**src/rtl/core/i2cbm_pkg.sv**
```systemverilog
// Package for the bit-level I2C master: command codes, queue descriptor and output phase types.
// Depends on nothing; the front, the queue, the back and the top level import it.
`default_nettype none

package i2cbm_pkg;

    // Command codes as they arrive on the command channel.
    typedef enum logic [2:0] {
        CMD_START    = 3'd0,
        CMD_STOP     = 3'd1,
        CMD_WRITE    = 3'd2,
        CMD_READ     = 3'd3,
        CMD_SEND_ACK = 3'd4,
        CMD_RECV_ACK = 3'd5
    } t_cmd;

    // Default depth of the queue between the front and the back.
    localparam int QUEUE_DEPTH_DEF = 2;

    // Decoded command as it waits in the queue.
    typedef struct packed {
        t_cmd       cmd;
        logic [7:0] wbyte;
        logic       ack;
        logic [7:0] bus;
    } t_desc;

    // One pin phase as held in the output register.
    typedef struct packed {
        logic       scl_out;
        logic       sda_out;
        logic       sample_phase;
        logic [7:0] read_byte;
        logic       ack_seen;
        logic       last;
    } t_phase;

endpackage

`default_nettype wire

```
**src/rtl/core/i2cbm_if.sv**
```systemverilog
// Channel interfaces of the bit-level I2C master: the command channel and the phase channel.
// Depends on nothing; used by the front, the back and the top level.
`default_nettype none

// Command channel: one command item per handshake.
interface i2cbm_cmd_if;
    logic       valid;
    logic       ready;
    logic [2:0] command;
    logic [7:0] write_byte;
    logic       ack_to_send;
    logic [7:0] bus_levels;

    modport source (output valid, command, write_byte, ack_to_send, bus_levels, input ready);
    modport sink   (input valid, command, write_byte, ack_to_send, bus_levels, output ready);
endinterface

// Phase channel: one pin phase item per handshake.
interface i2cbm_phase_if;
    logic       valid;
    logic       ready;
    logic       scl_out;
    logic       sda_out;
    logic       sample_phase;
    logic [7:0] read_byte;
    logic       ack_seen;
    logic       last;

    modport source (output valid, scl_out, sda_out, sample_phase, read_byte, ack_seen, last,
                    input ready);
    modport sink   (input valid, scl_out, sda_out, sample_phase, read_byte, ack_seen, last,
                    output ready);
endinterface

`default_nettype wire

```
**src/rtl/core/i2cbm_front.sv**
```systemverilog
// Front of the bit-level I2C master: accepts command items and classifies them for the queue.
// Depends on i2cbm_pkg and i2cbm_cmd_if.
`default_nettype none

module i2cbm_front
    import i2cbm_pkg::*;
(
    i2cbm_cmd_if.sink i_cmd,
    input  wire logic i_q_full,
    output t_desc     o_desc,
    output logic      o_push
);

    logic w_accept;
    logic w_known;

    // An item is taken whenever the queue has room.
    assign i_cmd.ready = !i_q_full;
    assign w_accept    = i_cmd.valid && !i_q_full;

    // Unused command codes produce no phases, so they are dropped here.
    always_comb begin
        unique case (i_cmd.command)
            CMD_START, CMD_STOP, CMD_WRITE, CMD_READ, CMD_SEND_ACK, CMD_RECV_ACK: begin
                w_known = 1'b1;
            end
            default: begin
                w_known = 1'b0;
            end
        endcase
    end

    assign o_push       = w_accept && w_known;
    assign o_desc.cmd   = t_cmd'(i_cmd.command);
    assign o_desc.wbyte = i_cmd.write_byte;
    assign o_desc.ack   = i_cmd.ack_to_send;
    assign o_desc.bus   = i_cmd.bus_levels;

endmodule

`default_nettype wire

```
**src/rtl/core/i2cbm_queue.sv**
```systemverilog
// Short register queue between the front and the back of the bit-level I2C master.
// Depends on i2cbm_pkg for the descriptor type.
`default_nettype none

module i2cbm_queue
    import i2cbm_pkg::*;
#(
    parameter int DEPTH = QUEUE_DEPTH_DEF
) (
    input  wire logic  i_clk,
    input  wire logic  i_rst_n,
    input  wire logic  i_push,
    input  t_desc      i_desc,
    input  wire logic  i_pop,
    output logic       o_full,
    output logic       o_valid,
    output t_desc      o_desc
);

    localparam int PTR_W = (DEPTH > 1) ? $clog2(DEPTH) : 1;
    localparam int CNT_W = $clog2(DEPTH + 1);

    t_desc              r_mem [DEPTH];
    logic [PTR_W-1:0]   r_wr_ptr;
    logic [PTR_W-1:0]   r_rd_ptr;
    logic [CNT_W-1:0]   r_count;
    logic [PTR_W-1:0]   n_wr_ptr;
    logic [PTR_W-1:0]   n_rd_ptr;

    assign o_full  = (r_count == CNT_W'(DEPTH));
    assign o_valid = (r_count != '0);
    assign o_desc  = r_mem[r_rd_ptr];

    // Pointers wrap at the depth, which need not be a power of two.
    assign n_wr_ptr = (r_wr_ptr == PTR_W'(DEPTH - 1)) ? '0 : r_wr_ptr + 1'b1;
    assign n_rd_ptr = (r_rd_ptr == PTR_W'(DEPTH - 1)) ? '0 : r_rd_ptr + 1'b1;

    // Pointer and fill count.
    always_ff @(posedge i_clk) begin
        if (!i_rst_n) begin
            r_wr_ptr <= '0;
            r_rd_ptr <= '0;
            r_count  <= '0;
        end else begin
            if (i_push) begin
                r_wr_ptr <= n_wr_ptr;
            end
            if (i_pop) begin
                r_rd_ptr <= n_rd_ptr;
            end
            if (i_push && !i_pop) begin
                r_count <= r_count + 1'b1;
            end else if (!i_push && i_pop) begin
                r_count <= r_count - 1'b1;
            end
        end
    end

    // Storage needs no reset.
    always_ff @(posedge i_clk) begin
        if (i_push) begin
            r_mem[r_wr_ptr] <= i_desc;
        end
    end

    // The front must hold off while the queue is full, and the back only takes what is there.
    a_no_overflow: assert property (@(posedge i_clk) disable iff (!i_rst_n)
        i_push |-> !o_full)
        else $error("queue written while full");

    a_no_underflow: assert property (@(posedge i_clk) disable iff (!i_rst_n)
        i_pop |-> o_valid)
        else $error("queue read while empty");

endmodule

`default_nettype wire

```
**src/rtl/core/i2cbm_back.sv**
```systemverilog
// Back of the bit-level I2C master: steps through the pin phases of each queued command.
// Depends on i2cbm_pkg and i2cbm_phase_if; fed by i2cbm_queue.
`default_nettype none

module i2cbm_back
    import i2cbm_pkg::*;
(
    input  wire logic       i_clk,
    input  wire logic       i_rst_n,
    input  wire logic       i_q_valid,
    input  t_desc           i_q_desc,
    output logic            o_q_pop,
    i2cbm_phase_if.source   o_phase
);

    // Current command and its position: bit index and sub-phase within the bit.
    logic        r_cur_valid;
    t_desc       r_desc;
    logic [2:0]  r_bit;
    logic [1:0]  r_sub;
    logic        r_scl;
    logic        r_sda;
    logic        r_out_valid;
    t_phase      r_out;

    logic        w_emit;
    logic        n_scl;
    logic        n_sda;
    logic        w_sample;
    logic        w_grp_end;
    logic        w_multi;
    t_phase      n_out;
    logic [2:0]  n_bit;
    logic [1:0]  n_sub;

    // A phase is produced whenever the output register is free or being emptied.
    assign w_emit  = r_cur_valid && (!r_out_valid || o_phase.ready);
    assign o_q_pop = i_q_valid && (!r_cur_valid || (w_emit && n_out.last));

    // Phase table: what each sub-phase of each command drives or samples.
    always_comb begin
        n_scl     = r_scl;
        n_sda     = r_sda;
        w_sample  = 1'b0;
        w_grp_end = 1'b0;
        w_multi   = 1'b0;
        unique case (r_desc.cmd)
            CMD_START: begin
                w_grp_end = (r_sub == 2'd3);
                unique case (r_sub)
                    2'd0: n_sda = 1'b1;
                    2'd1: n_scl = 1'b1;
                    2'd2: n_sda = 1'b0;
                    default: n_scl = 1'b0;
                endcase
            end
            CMD_STOP: begin
                w_grp_end = (r_sub == 2'd2);
                unique case (r_sub)
                    2'd0: n_sda = 1'b0;
                    2'd1: n_scl = 1'b1;
                    default: n_sda = 1'b1;
                endcase
            end
            CMD_WRITE: begin
                w_multi   = 1'b1;
                w_grp_end = (r_sub == 2'd2);
                unique case (r_sub)
                    2'd0: n_sda = r_desc.wbyte[3'd7 - r_bit];
                    2'd1: n_scl = 1'b1;
                    default: n_scl = 1'b0;
                endcase
            end
            CMD_READ: begin
                // Sub-phase three is the one release of SDA before the first bit.
                w_multi   = 1'b1;
                w_grp_end = (r_sub == 2'd2);
                unique case (r_sub)
                    2'd0: n_scl = 1'b1;
                    2'd1: w_sample = 1'b1;
                    2'd2: n_scl = 1'b0;
                    default: n_sda = 1'b1;
                endcase
            end
            CMD_SEND_ACK: begin
                w_grp_end = (r_sub == 2'd2);
                unique case (r_sub)
                    2'd0: n_sda = r_desc.ack;
                    2'd1: n_scl = 1'b1;
                    default: n_scl = 1'b0;
                endcase
            end
            CMD_RECV_ACK: begin
                w_grp_end = (r_sub == 2'd3);
                unique case (r_sub)
                    2'd0: n_sda = 1'b1;
                    2'd1: n_scl = 1'b1;
                    2'd2: w_sample = 1'b1;
                    default: n_scl = 1'b0;
                endcase
            end
            default: begin
                w_grp_end = 1'b1;
            end
        endcase
    end

    // Assemble the outgoing phase; the received byte is the bus levels given with the command.
    always_comb begin
        n_out.scl_out      = n_scl;
        n_out.sda_out      = n_sda;
        n_out.sample_phase = w_sample;
        n_out.last         = w_grp_end && (!w_multi || (r_bit == 3'd7));
        n_out.read_byte    = (r_desc.cmd == CMD_READ && n_out.last) ? r_desc.bus : 8'd0;
        n_out.ack_seen     = (r_desc.cmd == CMD_RECV_ACK && n_out.last) && r_desc.bus[0];
    end

    // Position advance within the command.
    always_comb begin
        if (w_grp_end) begin
            n_sub = 2'd0;
            n_bit = r_bit + 3'd1;
        end else begin
            n_sub = r_sub + 2'd1;
            n_bit = r_bit;
        end
    end

    // Control state and bus levels.
    always_ff @(posedge i_clk) begin
        if (!i_rst_n) begin
            r_cur_valid <= 1'b0;
            r_out_valid <= 1'b0;
            r_scl       <= 1'b1;
            r_sda       <= 1'b1;
            r_bit       <= 3'd0;
            r_sub       <= 2'd0;
        end else begin
            if (o_q_pop) begin
                r_cur_valid <= 1'b1;
                r_bit       <= 3'd0;
                r_sub       <= (i_q_desc.cmd == CMD_READ) ? 2'd3 : 2'd0;
            end else if (w_emit) begin
                r_cur_valid <= !n_out.last;
                r_bit       <= n_bit;
                r_sub       <= n_sub;
            end
            if (w_emit) begin
                r_scl       <= n_scl;
                r_sda       <= n_sda;
                r_out_valid <= 1'b1;
            end else if (o_phase.ready) begin
                r_out_valid <= 1'b0;
            end
        end
    end

    // Payload registers.
    always_ff @(posedge i_clk) begin
        if (o_q_pop) begin
            r_desc <= i_q_desc;
        end
        if (w_emit) begin
            r_out <= n_out;
        end
    end

    assign o_phase.valid        = r_out_valid;
    assign o_phase.scl_out      = r_out.scl_out;
    assign o_phase.sda_out      = r_out.sda_out;
    assign o_phase.sample_phase = r_out.sample_phase;
    assign o_phase.read_byte    = r_out.read_byte;
    assign o_phase.ack_seen     = r_out.ack_seen;
    assign o_phase.last         = r_out.last;

    // Received data only ever appear on the closing phase of a run.
    a_ack_on_last: assert property (@(posedge i_clk) disable iff (!i_rst_n)
        (r_out_valid && r_out.ack_seen) |-> r_out.last)
        else $error("ack bit outside the last phase");

    a_byte_on_last: assert property (@(posedge i_clk) disable iff (!i_rst_n)
        (r_out_valid && (r_out.read_byte != 8'd0)) |-> r_out.last)
        else $error("read byte outside the last phase");

    // A sampling phase never moves the clock or data line.
    a_sample_holds: assert property (@(posedge i_clk) disable iff (!i_rst_n)
        (w_emit && w_sample) |=> ($stable(r_scl) && $stable(r_sda)))
        else $error("pin level changed in a sampling phase");

endmodule

`default_nettype wire

```
**src/rtl/core/i2c_bit_level_master_unit.sv**
```systemverilog
// Top level of the bit-level I2C master: front, command queue and phase sequencer.
// Depends on i2cbm_pkg, i2cbm_if, i2cbm_front, i2cbm_queue and i2cbm_back.
//
// Usage: each item on i_cmd is one bus command (start, stop, write byte, read byte,
// send ack, receive ack). For it the block emits its run of pin phases on o_phase,
// one phase per item, with last set on the final one. Read data and the ack bit
// come from bus_levels and appear on that final phase. Unused command codes are
// accepted and produce nothing.
// An accepted command passes through the queue and the current-command register,
// and each phase leaves from the output register. Throughput: one phase per cycle
// while the receiver is ready; the phases of a command number 4 for start, 3 for stop,
// 24 for write byte, 25 for read byte, 3 for send ack and 4 for receive ack.
// Runs of consecutive commands follow each other without a gap.
// i_cmd is ready while the command queue (QUEUE_DEPTH entries) has room, so new
// commands are taken while earlier ones are still being sequenced.
// Reset clears the queue and the output register and returns SCL and SDA to the
// released level. When the receiver stalls, the current phase is held in the output
// register and the sequencer waits; the queue then fills and i_cmd drops ready.
`default_nettype none

module i2c_bit_level_master_unit
    import i2cbm_pkg::*;
#(
    parameter int QUEUE_DEPTH = QUEUE_DEPTH_DEF
) (
    input  wire logic     i_clk,
    input  wire logic     i_rst_n,
    i2cbm_cmd_if.sink     i_cmd,
    i2cbm_phase_if.source o_phase
);

    t_desc w_front_desc;
    logic  w_push;
    logic  w_q_full;
    logic  w_q_valid;
    t_desc w_q_desc;
    logic  w_q_pop;

    // Front: takes and classifies command items.
    i2cbm_front u_front (
        .i_cmd    (i_cmd),
        .i_q_full (w_q_full),
        .o_desc   (w_front_desc),
        .o_push   (w_push)
    );

    // Queue decoupling the front from the sequencer.
    i2cbm_queue #(
        .DEPTH (QUEUE_DEPTH)
    ) u_queue (
        .i_clk   (i_clk),
        .i_rst_n (i_rst_n),
        .i_push  (w_push),
        .i_desc  (w_front_desc),
        .i_pop   (w_q_pop),
        .o_full  (w_q_full),
        .o_valid (w_q_valid),
        .o_desc  (w_q_desc)
    );

    // Back: steps through pin phases.
    i2cbm_back u_back (
        .i_clk     (i_clk),
        .i_rst_n   (i_rst_n),
        .i_q_valid (w_q_valid),
        .i_q_desc  (w_q_desc),
        .o_q_pop   (w_q_pop),
        .o_phase   (o_phase)
    );

endmodule

`default_nettype wire
```
**src/flat_wrapper.sv**
```systemverilog
// flat-port wrapper written by rule: the top's interface ports become plain ports
module i2c_bit_level_master_unit_flat import i2cbm_pkg::*;
#(
    parameter int QUEUE_DEPTH = QUEUE_DEPTH_DEF
)
  (i_clk, i_rst_n, i_cmd_valid, i_cmd_command, i_cmd_write_byte, i_cmd_ack_to_send, i_cmd_bus_levels, i_cmd_ready, o_phase_valid, o_phase_scl_out, o_phase_sda_out, o_phase_sample_phase, o_phase_read_byte, o_phase_ack_seen, o_phase_last, o_phase_ready);
  i2cbm_cmd_if i_cmd_i ();
  i2cbm_phase_if o_phase_i ();
  input  wire logic i_clk;
  input  wire logic i_rst_n;
  input wire logic [$bits(i_cmd_i.valid)-1:0] i_cmd_valid;
  input wire logic [$bits(i_cmd_i.command)-1:0] i_cmd_command;
  input wire logic [$bits(i_cmd_i.write_byte)-1:0] i_cmd_write_byte;
  input wire logic [$bits(i_cmd_i.ack_to_send)-1:0] i_cmd_ack_to_send;
  input wire logic [$bits(i_cmd_i.bus_levels)-1:0] i_cmd_bus_levels;
  output wire logic [$bits(i_cmd_i.ready)-1:0] i_cmd_ready;
  output wire logic [$bits(o_phase_i.valid)-1:0] o_phase_valid;
  output wire logic [$bits(o_phase_i.scl_out)-1:0] o_phase_scl_out;
  output wire logic [$bits(o_phase_i.sda_out)-1:0] o_phase_sda_out;
  output wire logic [$bits(o_phase_i.sample_phase)-1:0] o_phase_sample_phase;
  output wire logic [$bits(o_phase_i.read_byte)-1:0] o_phase_read_byte;
  output wire logic [$bits(o_phase_i.ack_seen)-1:0] o_phase_ack_seen;
  output wire logic [$bits(o_phase_i.last)-1:0] o_phase_last;
  input wire logic [$bits(o_phase_i.ready)-1:0] o_phase_ready;
  assign i_cmd_i.valid = i_cmd_valid;
  assign i_cmd_i.command = i_cmd_command;
  assign i_cmd_i.write_byte = i_cmd_write_byte;
  assign i_cmd_i.ack_to_send = i_cmd_ack_to_send;
  assign i_cmd_i.bus_levels = i_cmd_bus_levels;
  assign i_cmd_ready = i_cmd_i.ready;
  assign o_phase_valid = o_phase_i.valid;
  assign o_phase_scl_out = o_phase_i.scl_out;
  assign o_phase_sda_out = o_phase_i.sda_out;
  assign o_phase_sample_phase = o_phase_i.sample_phase;
  assign o_phase_read_byte = o_phase_i.read_byte;
  assign o_phase_ack_seen = o_phase_i.ack_seen;
  assign o_phase_last = o_phase_i.last;
  assign o_phase_i.ready = o_phase_ready;
  i2c_bit_level_master_unit #(.QUEUE_DEPTH(QUEUE_DEPTH)) u_core (.i_clk(i_clk), .i_rst_n(i_rst_n), .i_cmd(i_cmd_i), .o_phase(o_phase_i));
endmodule
```
**config.mk**
```make
export PLATFORM = sky130hd
export DESIGN_NAME = i2c_bit_level_master_unit_flat
export DESIGN_NICKNAME = d
export VERILOG_FILES = /design/src/rtl/core/i2cbm_pkg.sv /design/src/rtl/core/i2cbm_if.sv /design/src/rtl/core/i2cbm_front.sv /design/src/rtl/core/i2cbm_queue.sv /design/src/rtl/core/i2cbm_back.sv /design/src/rtl/core/i2c_bit_level_master_unit.sv /design/src/flat_wrapper.sv
export SDC_FILE = /design/constraint.sdc
export NUM_CORES = 1
export LEC_CHECK = 0
export BUFFER_PORTS_ARGS = -buffer_cell sky130_fd_sc_hd__buf_2
export CAP_MARGIN = 10
export CORE_MARGIN = 5
export CORE_UTILIZATION = 60
export CTS_BUF_LIST = sky130_fd_sc_hd__clkbuf_8
export DETAILED_ROUTE_END_ITERATION = 10
export HOLD_SLACK_MARGIN = 0.1
export PLACE_DENSITY = 0.81
export SYNTH_ARGS = -nofsm -noshare
export SYNTH_HDL_FRONTEND = slang
export SYNTH_SLANG_ARGS = --single-unit
```
**constraint.sdc**
```tcl
create_clock -name i_clk -period 3.8 [get_ports i_clk]
set_input_delay 0.19 -clock i_clk [delete_from_list [all_inputs] [get_ports i_clk]]
set_output_delay 0.19 -clock i_clk [all_outputs]
set_load 0.01 [all_outputs]
```
==> summary.md <==
| Metric | Value |
|---|---|
| Status | `finished clean` |
| WP data required | `4.08 ns` |
| Pleak | `1.58 nW` |
| VDD IR-drop max | `358 µV` |
| First DRT Iteration DRCs | `137` |
| I/O Pins | `39` |
| CTS Root Cell | `clkbuf_8` |
| Largest area contributor in the netlist | `edfxtp_1` |
| Core area | `0.00589 mm²` |
| Fin crit share | `86.5%` |
| Synth Area per Inst | `14.6 µm²` |
| Total congestion overflow | `0` |
| Worst hold start | `o_phase_ready` |
| First-pass GRT wire length | `10400 µm` |
| Max-cap violations | `0` |
| Crit path cell chain | `inv_1 -> ha_1 -> mux2i_1 -> o22a_1 -> o311a_4 -> nor2_2 -> inv_1 -> ha_1 -> or3_1 -> a21oi_1` |
| R2r endpoint | `u_core.u_queue.r_count[1]` |
| Port bufs | `38` |
| Post-route DRC | `0` |
| Nature of the critical path endpoint | `flip-flop` |
| Layout area overhead | `18.3%` |
| RSZ-0062 raised after global routing | `no` |
| Yosys reg bits | `87` |
| Least-Margin Pin Slew | `1.13 ns` |
| Top cells by area, synth | `edfxtp_1 61%, dfxtp_1 7.8%, mux2_2 6.0%, ha_1 2.8%, mux2i_1 2.0%` |
| Slack of the critical path | `0.515 ns` |
| Levels on crit path | `10` |
| Worst-Skew Late Latency | `0.35 ns` |
| Via density | `5.47` |
| Critical path fanouts, max | `24` |
| Die footprint | `0.00763 mm²` |
| Hold WC Path Type | `input port to flip-flop` |
| R2R Setup Slk | `0.51 ns` |
| Max Slew Vio Count | `0` |
| Worst path top cell family by delay | `simple AND/OR/NAND/NOR gates` |
| Post-synth top area share | `61.0%` |
| Via Count | `2115` |
| Syn. warnings | `0` |
| Register area share after synthesis | `68.8%` |
| Largest stage delay, worst path | `0.88 ns` |
| Nets@finish | `339` |
| FP Rows | `28` |
| Hold_ws | `0.169 ns` |
| Hold path endpoint | `u_core.u_back.o_phase.valid` |
| Slew HR | `24.7%` |
| Die Y-Extent | `87.4 µm` |
| All-Layer GR Usage | `18.5%` |
| Most common cell after layout, fill and taps aside | `edfxtp_1` |
| Slowest-stage cell, CP | `nor2_2` |
| Most frequent cells in the layout | `73 x edfxtp_1, 38 x buf_2, 21 x dlygate4sd3_1` |
| Setup Slack @ Placement | `0.522 ns` |
| GPL Wtd Cong | `0.841` |
| Die W | `87.4 µm` |
| Pwr dens | `714 mW/mm²` |
| Max H-tree Level | `3` |
| Initial Utilization | `61.0%` |
| Layout cell share with drive strength beyond 1 | `25.3%` |
| Arr. time, crit path | `3.56 ns` |
| Syn nets | `278` |
| DR pass1 iterations | `4` |
| Final Hold Fails | `0` |
| # Post-CTS Setup Buffers | `0` |
| Total negative slack | `0 ns` |
| Clk slew on worst S/H paths | `0.08 ns` |
| CP bufs+invs | `2` |
| CTS tree | `done` |
| CTS buffer count | `9` |
| Peak Freq | `304 MHz` |
| Clock buffer depth | `2` |
| Post-route ant nets | `0` |
| Final Setup Violations | `0` |
| Clock Skew | `0.00613 ns` |
| Antenna violations before repair | `0` |
| Syn Inst Count | `246` |
| Vias in the first global route | `2210` |
| Clock sink total | `87` |
| Hold depth | `3` |
| Synthesized area | `0.00359 mm²` |
| Diode count | `0` |
| Post-DP HPWL | `4030 µm` |
| Tmin final | `3.29 ns` |
| Worst setup SP type | `flip-flop` |
| WS Path Type | `flip-flop to flip-flop` |
| Critical register-to-register path startpoint | `u_core.u_back.r_sub[0]` |
| Avg WL per Cell | `16.4 µm` |
| R2R cell count | `10` |
| Synth cell types | `40` |
| Largest net degree at the start of global routing | `25` |
| WL final | `6350 µm` |
worst max path at each step:
| stage | endpoint | slack (ns) | startpoint |
|---|---|---|---|
| after CTS | u_core.u_queue.r_count[1] | 0.49 | u_core.u_back.r_sub[0] |
| after floorplan | u_core.u_queue.r_count[1] | 0.64 | u_core.u_back.r_sub[0] |
| final | u_core.u_queue.r_count[1] | 0.51 | u_core.u_back.r_sub[0] |
| after detailed placement | u_core.u_queue.r_count[1] | 0.52 | u_core.u_back.r_sub[0] |
| after global placement | u_core.u_queue.r_count[1] | 0.67 | u_core.u_back.r_sub[0] |
| after global routing | u_core.u_queue.r_count[1] | 0.23 | u_core.u_back.r_sub[0] |
metal layers:
layer	share of wire, %	track usage (%)
met4	3.1	8.79
met5	0	0
met2	53	32.4
met1	39	20.0
met3	5.0	6.05
worst min-delay path: cells and delay by family:
kind            cells  cell delay (ns)
compound gates      1             0.08
buf+inv             1             0.07
simple gates        1             0.14
area by class of cell:
class                           count  area [µm²]
Sequential cell                    87        2470
Fill cell                         400        1640
Multi-Input combinational cell    140        1040
Timing Repair Buffer               59         400
Clock buffer                       11         151
Tap cell                           75        93.8
Clock inverter                      5        56.3
Inverter                           10        37.5
sequential cells by signal, indices dropped and copies added, names as in the netlist, named ones only:
signal,cells
u_core.u_queue.r_mem,40
u_core.u_back.r_desc,20
u_core.u_back.o_phase.read_byte,8
u_core.u_back.r_bit,3
u_core.u_back.r_sub,2
u_core.u_queue.r_count,2
u_core.u_back.o_phase.ack_seen,1
u_core.u_back.o_phase.last,1
u_core.u_back.o_phase.sample_phase,1
u_core.u_back.o_phase.scl_out,1
u_core.u_back.o_phase.sda_out,1
u_core.u_back.o_phase.valid,1
u_core.u_back.r_cur_valid,1
u_core.u_back.r_scl,1
u_core.u_back.r_sda,1
u_core.u_queue.r_rd_ptr,1
u_core.u_queue.r_wr_ptr,1
where the power goes:
group	total, W	switching [W]	internal, W
clock network	0.000656	0.000317	0.000338
logic	0.000833	0.000465	0.000368
registers	0.00155	0.000195	0.00135
cell usage after synthesis, drive strengths merged:
master / number
and4: 1
nor2: 12
and2: 10
nor3: 7
mux2: 19
nand2: 13
or4: 1
nand2b: 3
mux2i: 7
a31oi: 2
and3: 2
mux4: 2
nor4: 2
o22ai: 2
o311ai: 1
nor2b: 3
o31ai: 1
buf: 6
o21a: 1
or3: 2
o31a: 3
ha: 8
xor2: 4
nand3: 2
o211ai: 2
dfxtp: 14
o21ai: 12
o311a: 1
a21oi: 12
o22a: 2
xnor2: 1
clkbuf: 3
inv: 10
edfxtp: 73
nand4: 1
nor3b: 1
repair_timing:
action / 4_1_cts / 5_1_grt
resized for setup: 0 / 0
endpoints found under the hold margin: 43 / 0
hold buffers: 21 / 0
endpoints found under the setup margin: 0 / 0
stage by stage:
| stage | total power, W | instance area (µm²) | cells | utilization (%) |
|---|---|---|---|---|
| after global placement | 0.00234 | 3830 | 350 | 65.1 |
| after global routing | 0.00322 | 4250 | 387 | 72.2 |
| after floorplan | 0.00215 | 3590 | 246 | - |
| after CTS | 0.00305 | 4250 | 387 | 72.2 |
| final | 0.00304 | 4250 | 387 | 72.2 |
| after detailed placement | 0.00238 | 3830 | 350 | 65.1 |
kinds of logic (layout without fill, tap and decap cells):
logic type / count (synthesis) / count (layout) / synth area share (%)
multiplexers: 28 / 28 / 9.16
adder cells (fa/ha/maj): 8 / 8 / 2.79
AO/OA/AOI/OAI: 39 / 39 / 6.93
buffers and inverters: 19 / 85 / 2.40
XOR/XNOR: 5 / 5 / 1.22
AND/OR/NAND/NOR: 60 / 60 / 8.67
flip-flops: 87 / 87 / 68.8
No activity file was read; power rests on OpenSTA's default activity.
